==> config.mk <==
export PLATFORM = sky130hd
export DESIGN_NAME = probe_reply_statistics_top
export DESIGN_NICKNAME = d
export VERILOG_FILES = /design/src/rtl/prs_pkg.sv /design/src/rtl/probe_reply_statistics_top.sv
export SDC_FILE = /design/constraint.sdc
export NUM_CORES = 2
export LEC_CHECK = 0
export ABC_AREA = 1
export BUFFER_PORTS_ARGS = -buffer_cell sky130_fd_sc_hd__buf_4
export CAP_MARGIN = 40
export CORE_UTILIZATION = 50
export CTS_CLUSTER_DIAMETER = 200
export DETAILED_ROUTE_END_ITERATION = 6
export GPL_ROUTABILITY_DRIVEN = 0
export GPL_TIMING_DRIVEN = 0
export PLACE_DENSITY = 0.74
export SLEW_MARGIN = 25
export SYNTH_ARGS = -nofsm -noshare
export SYNTH_HDL_FRONTEND = slang
export SYNTH_SLANG_ARGS = --single-unit
==> constraint.sdc <==
create_clock -name i_clk -period 19.9 [get_ports i_clk]
set_input_delay 1.99 -clock i_clk [delete_from_list [all_inputs] [get_ports i_clk]]
set_output_delay 1.99 -clock i_clk [all_outputs]
set_load 0.02 [all_outputs]
==> src/rtl/prs_pkg.sv <==
// Package for the probe reply statistics block.
// Holds the event codes, reply status codes and fixed field widths.
// No dependencies.
package prs_pkg;

    // Fixed widths of the input fields and of the loss field
    localparam int CMD_W    = 2;
    localparam int STATUS_W = 2;
    localparam int RTT_IN_W = 24;
    localparam int LOSS_W   = 7;

    // Loss is reported in percent
    localparam int PCT_SCALE = 100;

    typedef logic [CMD_W-1:0]    t_cmd;
    typedef logic [STATUS_W-1:0] t_status;

    // Event kinds
    localparam t_cmd CMD_SENT   = 2'd0;
    localparam t_cmd CMD_REPLY  = 2'd1;
    localparam t_cmd CMD_SAMPLE = 2'd2;
    localparam t_cmd CMD_NONE   = 2'd3;

    // Reply classes; any other code counts as a first answer
    localparam t_status ST_FIRST     = 2'd0;
    localparam t_status ST_DUP       = 2'd1;
    localparam t_status ST_UNMATCHED = 2'd2;

endpackage

==> src/rtl/probe_reply_statistics_top.sv <==
// Probe reply statistics: saturating probe and reply counters, loss percent and
// running round trip minimum, mean and maximum, with one bit-serial divider.
// Depends on prs_pkg.
//
//  channel  dir  handshake              payload (low bit first)
//  s        in   i_s_tvalid/o_s_tready  tuser: cmd[1:0], reply_status[3:2]
//                                       tdata: rtt_ms[23:0]
//  m        out  o_m_tvalid/i_m_tready  tdata: sent_total, received_total,
//                                       duplicate_total, unmatched_total,
//                                       unique_replies, loss_pct, rtt_valid,
//                                       rtt_minimum, rtt_mean, rtt_maximum
//
// The divider is a restoring unit that retires one quotient bit per cycle from a
// dividend of DW = max(COUNT_WIDTH + 7, RTT_WIDTH) bits (39 at the defaults).
// A probe or reply event runs the unique count, difference, scaling, division
// and output steps, a round trip sample division and output, an unused command
// output only; loss needs no division when nothing is lost or nothing was sent.
// One item is in work at a time; the output register holds a finished result
// while the next item is accepted, and a stalled output holds the block in its
// final step. Reset is synchronous and clears all counters and statistics.
module probe_reply_statistics_top #(
    parameter int COUNT_WIDTH = 32,
    parameter int RTT_WIDTH   = 24
) (
    input  logic i_clk,
    input  logic i_rst_n,
    // input item
    input  logic                          i_s_tvalid,
    output logic                          o_s_tready,
    input  logic [prs_pkg::RTT_IN_W-1:0]  i_s_tdata,  // rtt_ms
    input  logic [3:0]                    i_s_tuser,  // cmd, reply_status
    // result item
    output logic                          o_m_tvalid,
    input  logic                          i_m_tready,
    // sent_total, received_total, duplicate_total, unmatched_total,
    // unique_replies, loss_pct, rtt_valid, rtt_minimum, rtt_mean, rtt_maximum
    output logic [((5*COUNT_WIDTH+prs_pkg::LOSS_W+1+3*RTT_WIDTH+7)/8)*8-1:0] o_m_tdata
);

    localparam int OUT_TW = ((5*COUNT_WIDTH + prs_pkg::LOSS_W + 1 + 3*RTT_WIDTH + 7) / 8) * 8;
    localparam int DW     = (COUNT_WIDTH + 7 > RTT_WIDTH) ? COUNT_WIDTH + 7 : RTT_WIDTH;
    localparam int STEPW  = $clog2(DW);

    // Sequencer codes
    localparam logic [2:0] S_IDLE  = 3'd0;
    localparam logic [2:0] S_UNQ1  = 3'd1;
    localparam logic [2:0] S_UNQ2  = 3'd2;
    localparam logic [2:0] S_DIFF  = 3'd3;
    localparam logic [2:0] S_SCALE = 3'd4;
    localparam logic [2:0] S_DIV   = 3'd5;
    localparam logic [2:0] S_OUT   = 3'd6;

    logic [2:0]               r_state;
    logic                     r_ovalid;
    logic [COUNT_WIDTH-1:0]   r_sent, r_recv, r_dup, r_unm, r_samples, r_uniq;
    logic [prs_pkg::LOSS_W-1:0] r_loss;
    logic [RTT_WIDTH-1:0]     r_min, r_max, r_mean;

    // divider datapath
    logic [DW-1:0]            r_dvd;
    logic [COUNT_WIDTH-1:0]   r_rem, r_dsr, r_tmp;
    logic [STEPW-1:0]         r_step;
    logic                     r_is_mean, r_neg;
    logic [OUT_TW-1:0]        r_out;

    logic                     w_acc;
    prs_pkg::t_cmd            w_cmd;
    prs_pkg::t_status         w_status;
    logic [RTT_WIDTH+prs_pkg::RTT_IN_W-1:0] w_rtt_ext;
    logic [RTT_WIDTH-1:0]     w_rtt, w_mag;
    logic [COUNT_WIDTH-1:0]   w_samples_inc;
    logic [COUNT_WIDTH:0]     n_trial, n_diff;
    logic                     n_qbit;
    logic [COUNT_WIDTH-1:0]   n_rem;
    logic [DW-1:0]            n_dvd;
    logic [RTT_WIDTH-1:0]     n_quot;
    logic                     w_out_free;

    assign o_s_tready = (r_state == S_IDLE);
    assign w_acc      = i_s_tvalid && o_s_tready;
    assign w_cmd      = i_s_tuser[prs_pkg::CMD_W-1:0];
    assign w_status   = i_s_tuser[prs_pkg::CMD_W+prs_pkg::STATUS_W-1:prs_pkg::CMD_W];

    // Keep only the low RTT_WIDTH bits of the sample
    assign w_rtt_ext  = {{RTT_WIDTH{1'b0}}, i_s_tdata};
    assign w_rtt      = w_rtt_ext[RTT_WIDTH-1:0];
    assign w_mag      = (w_rtt >= r_mean) ? (w_rtt - r_mean) : (r_mean - w_rtt);
    assign w_samples_inc = (&r_samples) ? r_samples : r_samples + 1'b1;

    // One restoring division step
    assign n_trial = {r_rem, r_dvd[DW-1]};
    assign n_diff  = n_trial - {1'b0, r_dsr};
    assign n_qbit  = (n_trial >= {1'b0, r_dsr});
    assign n_rem   = n_qbit ? n_diff[COUNT_WIDTH-1:0] : n_trial[COUNT_WIDTH-1:0];
    assign n_dvd   = {r_dvd[DW-2:0], n_qbit};
    assign n_quot  = n_dvd[RTT_WIDTH-1:0];

    assign w_out_free = !r_ovalid || i_m_tready;

    // Sequencer, counters and statistics
    always_ff @(posedge i_clk) begin
        if (!i_rst_n) begin
            r_state   <= S_IDLE;
            r_ovalid  <= 1'b0;
            r_sent    <= '0;
            r_recv    <= '0;
            r_dup     <= '0;
            r_unm     <= '0;
            r_samples <= '0;
            r_uniq    <= '0;
            r_loss    <= '0;
            r_min     <= '0;
            r_max     <= '0;
            r_mean    <= '0;
        end else begin
            // raise valid on a new result, drop it once taken
            r_ovalid <= (r_state == S_OUT && w_out_free) || (r_ovalid && !i_m_tready);
            unique case (r_state)
                S_IDLE: begin
                    if (w_acc) begin
                        unique case (w_cmd)
                            prs_pkg::CMD_SENT: begin
                                if (!(&r_sent)) r_sent <= r_sent + 1'b1;
                                r_state <= S_UNQ1;
                            end
                            prs_pkg::CMD_REPLY: begin
                                if (!(&r_recv)) r_recv <= r_recv + 1'b1;
                                if (w_status == prs_pkg::ST_DUP && !(&r_dup)) begin
                                    r_dup <= r_dup + 1'b1;
                                end
                                if (w_status == prs_pkg::ST_UNMATCHED && !(&r_unm)) begin
                                    r_unm <= r_unm + 1'b1;
                                end
                                r_state <= S_UNQ1;
                            end
                            prs_pkg::CMD_SAMPLE: begin
                                if (r_samples == '0 || w_rtt < r_min) r_min <= w_rtt;
                                if (r_samples == '0 || w_rtt > r_max) r_max <= w_rtt;
                                r_samples <= w_samples_inc;
                                r_state   <= S_DIV;
                            end
                            default: begin
                                r_state <= S_OUT;
                            end
                        endcase
                    end
                end
                S_UNQ1:  r_state <= S_UNQ2;
                S_UNQ2: begin
                    r_uniq  <= (r_unm >= r_tmp) ? '0 : r_tmp - r_unm;
                    r_state <= S_DIFF;
                end
                S_DIFF: begin
                    // nothing sent or nothing lost: no division
                    if (r_sent == '0 || r_uniq >= r_sent) begin
                        r_loss  <= '0;
                        r_state <= S_OUT;
                    end else begin
                        r_state <= S_SCALE;
                    end
                end
                S_SCALE: r_state <= S_DIV;
                S_DIV: begin
                    if (r_step == '0) begin
                        r_state <= S_OUT;
                    end
                end
                S_OUT: begin
                    if (w_out_free) begin
                        r_state  <= S_IDLE;
                    end
                end
                default: r_state <= S_IDLE;
            endcase
            // retire the quotient, last bit included, after the last step
            if (r_state == S_DIV && r_step == '0) begin
                if (r_is_mean) begin
                    r_mean <= r_neg ? r_mean - n_quot : r_mean + n_quot;
                end else begin
                    r_loss <= n_dvd[prs_pkg::LOSS_W-1:0];
                end
            end
        end
    end

    // Divider datapath and output register
    always_ff @(posedge i_clk) begin
        unique case (r_state)
            S_IDLE: begin
                // set up the mean update: |x - mean| / n
                r_dvd     <= DW'(w_mag);
                r_dsr     <= w_samples_inc;
                r_rem     <= '0;
                r_step    <= STEPW'(DW - 1);
                r_is_mean <= 1'b1;
                r_neg     <= (w_rtt < r_mean);
            end
            S_UNQ1: begin
                r_tmp <= (r_dup >= r_recv) ? '0 : r_recv - r_dup;
            end
            S_DIFF: begin
                r_tmp <= r_sent - r_uniq;
            end
            S_SCALE: begin
                // loss = (sent - unique) * 100 / sent
                r_dvd     <= DW'(r_tmp) * DW'(prs_pkg::PCT_SCALE);
                r_dsr     <= r_sent;
                r_rem     <= '0;
                r_step    <= STEPW'(DW - 1);
                r_is_mean <= 1'b0;
            end
            S_DIV: begin
                // shift one quotient bit into the dividend register
                r_dvd  <= n_dvd;
                r_rem  <= n_rem;
                r_step <= r_step - 1'b1;
            end
            S_OUT: begin
                if (w_out_free) begin
                    r_out <= OUT_TW'({r_max, r_mean, r_min, (r_samples != '0), r_loss,
                                      r_uniq, r_unm, r_dup, r_recv, r_sent});
                end
            end
            default: begin
            end
        endcase
    end

    assign o_m_tvalid = r_ovalid;
    assign o_m_tdata  = r_out;

`ifndef SYNTHESIS
    // unique replies never exceed the replies received
    a_uniq_le_recv: assert property (@(posedge i_clk) disable iff (!i_rst_n)
        r_uniq <= r_recv)
        else $error("unique replies exceed received");

    // loss stays a percentage
    a_loss_range: assert property (@(posedge i_clk) disable iff (!i_rst_n)
        r_loss <= prs_pkg::LOSS_W'(prs_pkg::PCT_SCALE))
        else $error("loss percent above 100");

    // running mean lies between minimum and maximum once settled
    a_mean_bounds: assert property (@(posedge i_clk) disable iff (!i_rst_n)
        (r_state == S_IDLE && r_samples != '0) |->
            (r_min <= r_mean && r_mean <= r_max))
        else $error("running mean outside min/max");

    // partial remainder stays below a nonzero divisor
    a_rem_below_dsr: assert property (@(posedge i_clk) disable iff (!i_rst_n)
        (r_state == S_DIV) |-> (r_dsr != '0 && r_rem < r_dsr))
        else $error("divider remainder out of range");
`endif

endmodule

Word level (Yosys, flattened, before mapping)
Cells that the tools add are included.
{ "word_totals": {"regBits": 658, "inputBits": 32, "elab_cells": 122} }
{ "classes": {"n_addsub": 14, "mul": 1, "n_lt_le_gt_ge": 8, "eq_ne": 13, "muxes": 22, "bitwise_logic": 2, "reduce_logical": 42} }
{ "op_table": {"columns": ["cell", "n"], "rows": [
  ["case mux 32 bit (2 select lines)", 3],
  ["adder 32 x 1 -> 32 bit (second input constant)", 5],
  ["AND reduction 32 bit", 5],
  ["two-way mux 32 bit", 4],
  ["subtractor 32 bit", 4],
  ["case mux 39 bit (3 select lines)", 1],
  [">= comparator 32 bit", 3],
  ["subtractor 24 bit", 3],
  ["zero test 32 bit", 2],
  ["less-than comparator 24 bit", 2],
  ["two-way mux 24 bit", 2],
  ["multiplier 32 x 5 -> 37 bit (second input constant)", 1],
  [">= comparator 33 x 32 -> 1 bit", 1],
  ["nonzero test 32 bit", 1],
  ["two-way mux 7 bit", 4],
  ["adder 24 bit", 1],
  [">= comparator 24 bit", 1],
  ["> comparator 24 bit", 1],
  ["AND reduction 4 bit", 6],
  ["case mux 3 bit (7 select lines)", 1],
  ["case mux 6 bit (2 select lines)", 1],
  ["equality test 3 bit (second input constant)", 3],
  ["two-way mux 3 bit", 3],
  ["equality test 3 x 2 -> 1 bit (second input constant)", 2],
  ["21 further kinds", 42]
]} }

Depth between registers and ports, before layout
{ "depth": {"depth_word": 6, "ltp_mapped": 32, "mapped_depth_nobuf": 32} }

Worst setup path after synthesis
No wires, ideal clock.
{ "synth_path": {"kind": "input to register", "start": "input i_m_tready", "end": "register r_out[0] (netlist: o_m_tdata[0]) (enable)", "setup_ns": 0.844, "t_arrival_ns": 11.923, "required_time_ns": 19.056, "setup_slack_ns": 7.134, "path_stages": 2, "path_buffers": 0, "cell_sequence": "nor2_1 > nor2_1"} }
{ "synth_via": {"elab_chain_cells": 2} }
{ "synth_lines": {"columns": ["element", "line", "rtl"], "rows": [
  ["from (decl)", "probe_reply_statistics_top.sv:34", "input logic i_m_tready,"],
  ["logical OR 1 bit", "probe_reply_statistics_top.sv:98", "assign w_out_free = !r_ovalid || i_m_tready;"],
  ["AND reduction 2 bit (no source line)", null, null],
  ["to (signal assigned)", "probe_reply_statistics_top.sv:220", "r_out <= OUT_TW'({r_max, r_mean, r_min, (r_samples != '0), r_loss,"],
  ["to (decl)", "probe_reply_statistics_top.sv:64", "logic [OUT_TW-1:0] r_out;"]
]} }
Every way passes these cells.
A chain may end at the register's enable or synchronous reset.

Worst setup path in the final report
{ "layout_path": {"start": "register r_rem[2]", "end": "register r_mean[22]"} }
{ "layout_via": {"elab_chain_cells": 3, "word_cells_on_any_way": 4, "classes_between": "2 x add/sub; 1 x order compare; 1 x mux"} }
{ "layout_lines": {"columns": ["element", "line", "rtl"], "rows": [
  ["from (decl)", "probe_reply_statistics_top.sv:61", "logic [COUNT_WIDTH-1:0] r_rem, r_dsr, r_tmp;"],
  ["from (signal assigned)", "probe_reply_statistics_top.sv:215", "r_rem <= n_rem;"],
  [">= comparator 33 x 32 -> 1 bit *", "probe_reply_statistics_top.sv:93", "assign n_qbit = (n_trial >= {1'b0, r_dsr});"],
  ["adder 24 bit / subtractor 24 bit (equally long branches)", "probe_reply_statistics_top.sv:178", "r_mean <= r_neg ? r_mean - n_quot : r_mean + n_quot;"],
  ["two-way mux 24 bit *", "probe_reply_statistics_top.sv:178", null],
  ["to (signal assigned)", "probe_reply_statistics_top.sv:178", null],
  ["to (decl)", "probe_reply_statistics_top.sv:57", "logic [RTT_WIDTH-1:0] r_min, r_max, r_mean;"]
]} }
Every way passes the cells marked *; elsewhere a longest branch is shown, timed or not.

==> insert_results.sql <==
INSERT INTO impl_metrics (metric_group, metric, value, unit) VALUES
('run_status', 'run_status', 'finished, violations left', ''),
('run_status', 'violations', 'DRC', ''),
('flow_run', 'max_cap_viol_count', '0', ''),
('setup_path', 'cp_max_fo', '5', ''),
('final_layout', 'drive_above_1_share', '9.56', '%'),
('floorplan', 'die_height', '297', 'µm'),
('synth', 'async_reset_ff_share', '0', '%'),
('synth', 'synth_cells', '5564', ''),
('synth', 'postSynthAreaPerCell', '7.84', 'µm²'),
('clock_tree', 'cts-buffers-inserted', '73', ''),
('clock_tree', 'clk_lat_worst_skew', '650', 'ps'),
('detailed_routing', 'postRouteAntennaNets', '0', ''),
('placement', 'placedCellCount', '6998', ''),
('synth', 'ys_seq_elements', '658', ''),
('synth', 'yosysMostFrequentCell', 'sky130_fd_sc_hd__nand2_1', ''),
('pwr', 'clock_power_share', '22.4', '%'),
('pwr', 'internal_power', '0.00368', 'W'),
('global_routing', 'first_global_vias', '38400', ''),
('synth', 'ys_seq_area_share', '39.0', '%'),
('synth', 'synth_ff_type', 'sky130_fd_sc_hd__edfxtp_1', ''),
('synth', 'synth_top_cells_by_area', 'sky130_fd_sc_hd__edfxtp_1, sky130_fd_sc_hd__dfxtp_1, sky130_fd_sc_hd__ha_1', ''),
('global_routing', 'global_route.overflow_total', '0', ''),
('setup_path', 'critPathCaptureType', 'flop', ''),
('setup_path', 'critical-path-max-stage-delay', '440', 'ps'),
('pwr', 'cellLeakagePower', '21.4', 'nW'),
('clock_tree', 'postCtsSetupBuffers', '0', ''),
('clock_tree', 'root_buffer', 'sky130_fd_sc_hd__clkbuf_16', ''),
('setup_path', 'worst-r2r-setup-slack', '15000', 'ps'),
('setup_path', 'setup.worst_path.start_class', 'flop', ''),
('detailed_routing', 'drt_first_iter_violations', '4660', ''),
('clock_tree', 'cts.sink_count', '658', ''),
('timing', 'final_max_slew_viol_count', '0', ''),
('floorplan', 'die_boundary_width', '297', 'µm'),
('synth', 'synth_area_leader_cell', 'sky130_fd_sc_hd__edfxtp_1', ''),
('final_layout', 'fin_area', '0.0501', 'mm²'),
('global_routing', 'global_route.usage.met3', '6.74', '%'),
('timing', 'setup_total_negative_slack', '0', 'ps'),
('timing', 'period_needed', '4900', 'ps'),
('timing', 'final.setup_skew', '31.9', 'ps'),
('synth', 'synth_enable_flop_cells', '383', ''),
('detailed_routing', 'detailroute.via_count', '41300', ''),
('timing', 'final-setup-viol-count', '0', ''),
('setup_path', 'reg2regPathDepth', '27', ''),
('floorplan', 'fp.dieArea', '0.0884', 'mm²'),
('synth', 'ys_warn_count', '0', ''),
('global_routing', 'antenna_found_initial', '3', ''),
('synth', 'netlist_area', '0.0436', 'mm²'),
('detailed_routing', 'wl', '141000', 'µm'),
('detailed_routing', 'vias_per_cell', '5.79', ''),
('synth', 'yosysTopAreaCellShare', '26.4', '%'),
('global_routing', 'grt.met1_usage', '40.4', '%'),
('global_routing', 'grt_start_max_net_pins', '28', ''),
('synth', 'synth_cell_type_count', '74', ''),
('timing', 'maxSlewHeadroom', '42.6', '%'),
('placement', 'numPortBuffers', '272', ''),
('setup_path', 'regToRegStartpoint', 'r_rem[2]$_SDFFCE_PP0P_', ''),
('pwr', 'p_sw_share', '44.2', '%'),
('clock_tree', 'cts.reportedPaths.clkPinSlew', '60', 'ps'),
('detailed_routing', 'drt_pass1_iterations', '7', ''),
('floorplan', 'core-area', '0.0858', 'mm²'),
('clock_tree', 'postcts_resize_cnt', '0', ''),
('pwr', 'switchingPower', '0.00291', 'W'),
('global_routing', 'gr-max-usage-layer', 'met2', ''),
('setup_path', 'required_time_of_the_worst_setup_path', '20480', 'ps'),
('final_layout', 'instances_no_fill', '7137', ''),
('detailed_routing', 'avgRoutedWirePerCell', '19.8', 'µm'),
('timing', 'finalHoldViolations', '0', ''),
('detailed_routing', 'drc_errors', '22', ''),
('setup_path', 'critical-path-top-cell-by-count', 'sky130_fd_sc_hd__nand2_1', ''),
('timing', 'unrepaired_setup_endpoints_after_global_routing', 'no', ''),
('clock_tree', 'tritoncts', 'built', '');
logic make-up after synthesis:
logic type                 Yosys count  share of synthesized area, %
and+or+nand+nor                   2169                          21.3
AOI/OAI and AO/OA                 1193                          15.1
buffers and inverters              924                          8.23
DFF                                658                          39.0
adders and majority gates          390                          11.8
xor gates and xnor gates           230                          4.62
power groups by stage:
stage               registers (W)  clock network, W  logic [W]
floorplan                 0.00190                 0    0.00222
global placement          0.00196                 0    0.00299
detailed placement        0.00192                 0    0.00311
CTS                       0.00189           0.00149    0.00313
global route              0.00192           0.00155    0.00354
finish                    0.00190           0.00147    0.00321
final cells by class:
type	instances	area [µm²]	share of cell area, %
multi-input cells	3982	23000	46.0
flip-flops and latches	658	17000	33.9
inverters	800	3010	6.00
repair buffers	291	2450	4.88
clock buffers	87	1970	3.94
well taps	1144	1430	2.85
clock inverters	49	638	1.27
plain buffers	124	587	1.17
diodes	2	5.00	0.00998
registers in the layout, indices dropped and copies added, names as in the netlist, 24 cells and up:
| name | cells |
|---|---|
| r_mean | 24 |
| r_dsr | 32 |
| r_sent | 32 |
| o_m_tdata | 240 |
| r_unm | 32 |
| r_max | 24 |
| r_tmp | 32 |
| r_rem | 32 |
| r_min | 24 |
| r_dvd | 39 |
| r_dup | 32 |
| r_samples | 32 |
| r_uniq | 32 |
| r_recv | 32 |
worst min path at each step:
| stage | from | to | slack, ps | cells past startpoint |
|---|---|---|---|---|
| 2_1_floorplan | r_unm[8]$_SDFFE_PN0P_ | o_m_tdata[104]$_DFFE_PP_ | 400 | 0 |
| 3_3_place_gp | r_loss[0]$_SDFF_PN0_ | o_m_tdata[160]$_DFFE_PP_ | 420 | 0 |
| 3_5_place_dp | r_unm[8]$_SDFFE_PN0P_ | o_m_tdata[104]$_DFFE_PP_ | 410 | 0 |
| 4_1_cts | r_loss[3]$_SDFF_PN0_ | o_m_tdata[163]$_DFFE_PP_ | 440 | 0 |
| 5_1_grt | r_unm[8]$_SDFFE_PN0P_ | o_m_tdata[104]$_DFFE_PP_ | 450 | 0 |
| 6_report | r_loss[3]$_SDFF_PN0_ | o_m_tdata[163]$_DFFE_PP_ | 430 | 0 |
stage by stage:
step,hold WS (ps),util (%),worst slack (ps),power (W)
6_report,434,58.4,15000,0.00659
3_5_place_dp,415,55.4,15080,0.00503
2_1_floorplan,403,-,7130,0.00412
5_1_grt,449,58.4,14750,0.00700
4_1_cts,439,58.4,15120,0.00652
3_3_place_gp,420,54.9,2450,0.00495
per-layer routing:
| layer | wire (µm) | part of all wire, % |
|---|---|---|
| met3 | 15100 | 11 |
| met2 | 61600 | 44 |
| met4 | 8370 | 5.9 |
| met5 | 11 | 0.0078 |
| met1 | 56300 | 40 |
cells in the final DEF, fill, tap and decap left out, types with 25 or more instances in the layout:
cell type,count
sky130_fd_sc_hd__buf_4,277
sky130_fd_sc_hd__nand4_1,84
sky130_fd_sc_hd__dfxtp_1,275
sky130_fd_sc_hd__o21ai_1,33
sky130_fd_sc_hd__nand3_1,191
sky130_fd_sc_hd__edfxtp_1,383
sky130_fd_sc_hd__a31oi_1,33
sky130_fd_sc_hd__o21a_1,25
sky130_fd_sc_hd__inv_1,776
sky130_fd_sc_hd__o21bai_1,26
sky130_fd_sc_hd__fa_1,34
sky130_fd_sc_hd__xor2_1,167
sky130_fd_sc_hd__xnor2_1,63
sky130_fd_sc_hd__a21o_1,31
sky130_fd_sc_hd__a21oi_1,568
sky130_fd_sc_hd__o21ai_0,371
sky130_fd_sc_hd__buf_2,28
sky130_fd_sc_hd__clkbuf_16,76
sky130_fd_sc_hd__nand2_1,1118
sky130_fd_sc_hd__nor3_1,124
sky130_fd_sc_hd__nor2_1,495
sky130_fd_sc_hd__clkbuf_1,78
sky130_fd_sc_hd__ha_1,356
sky130_fd_sc_hd__nor4_1,58
worst max-delay path, delay by kind of cell, from the launching register on:
family	cells	cell delay, ps
fa+ha+maj	3	920
compound gates	4	690
xor+xnor	1	200
flops	1	420
buf+inv	2	120
simple gates	17	2490
No activity file was read; power rests on OpenSTA's default activity.
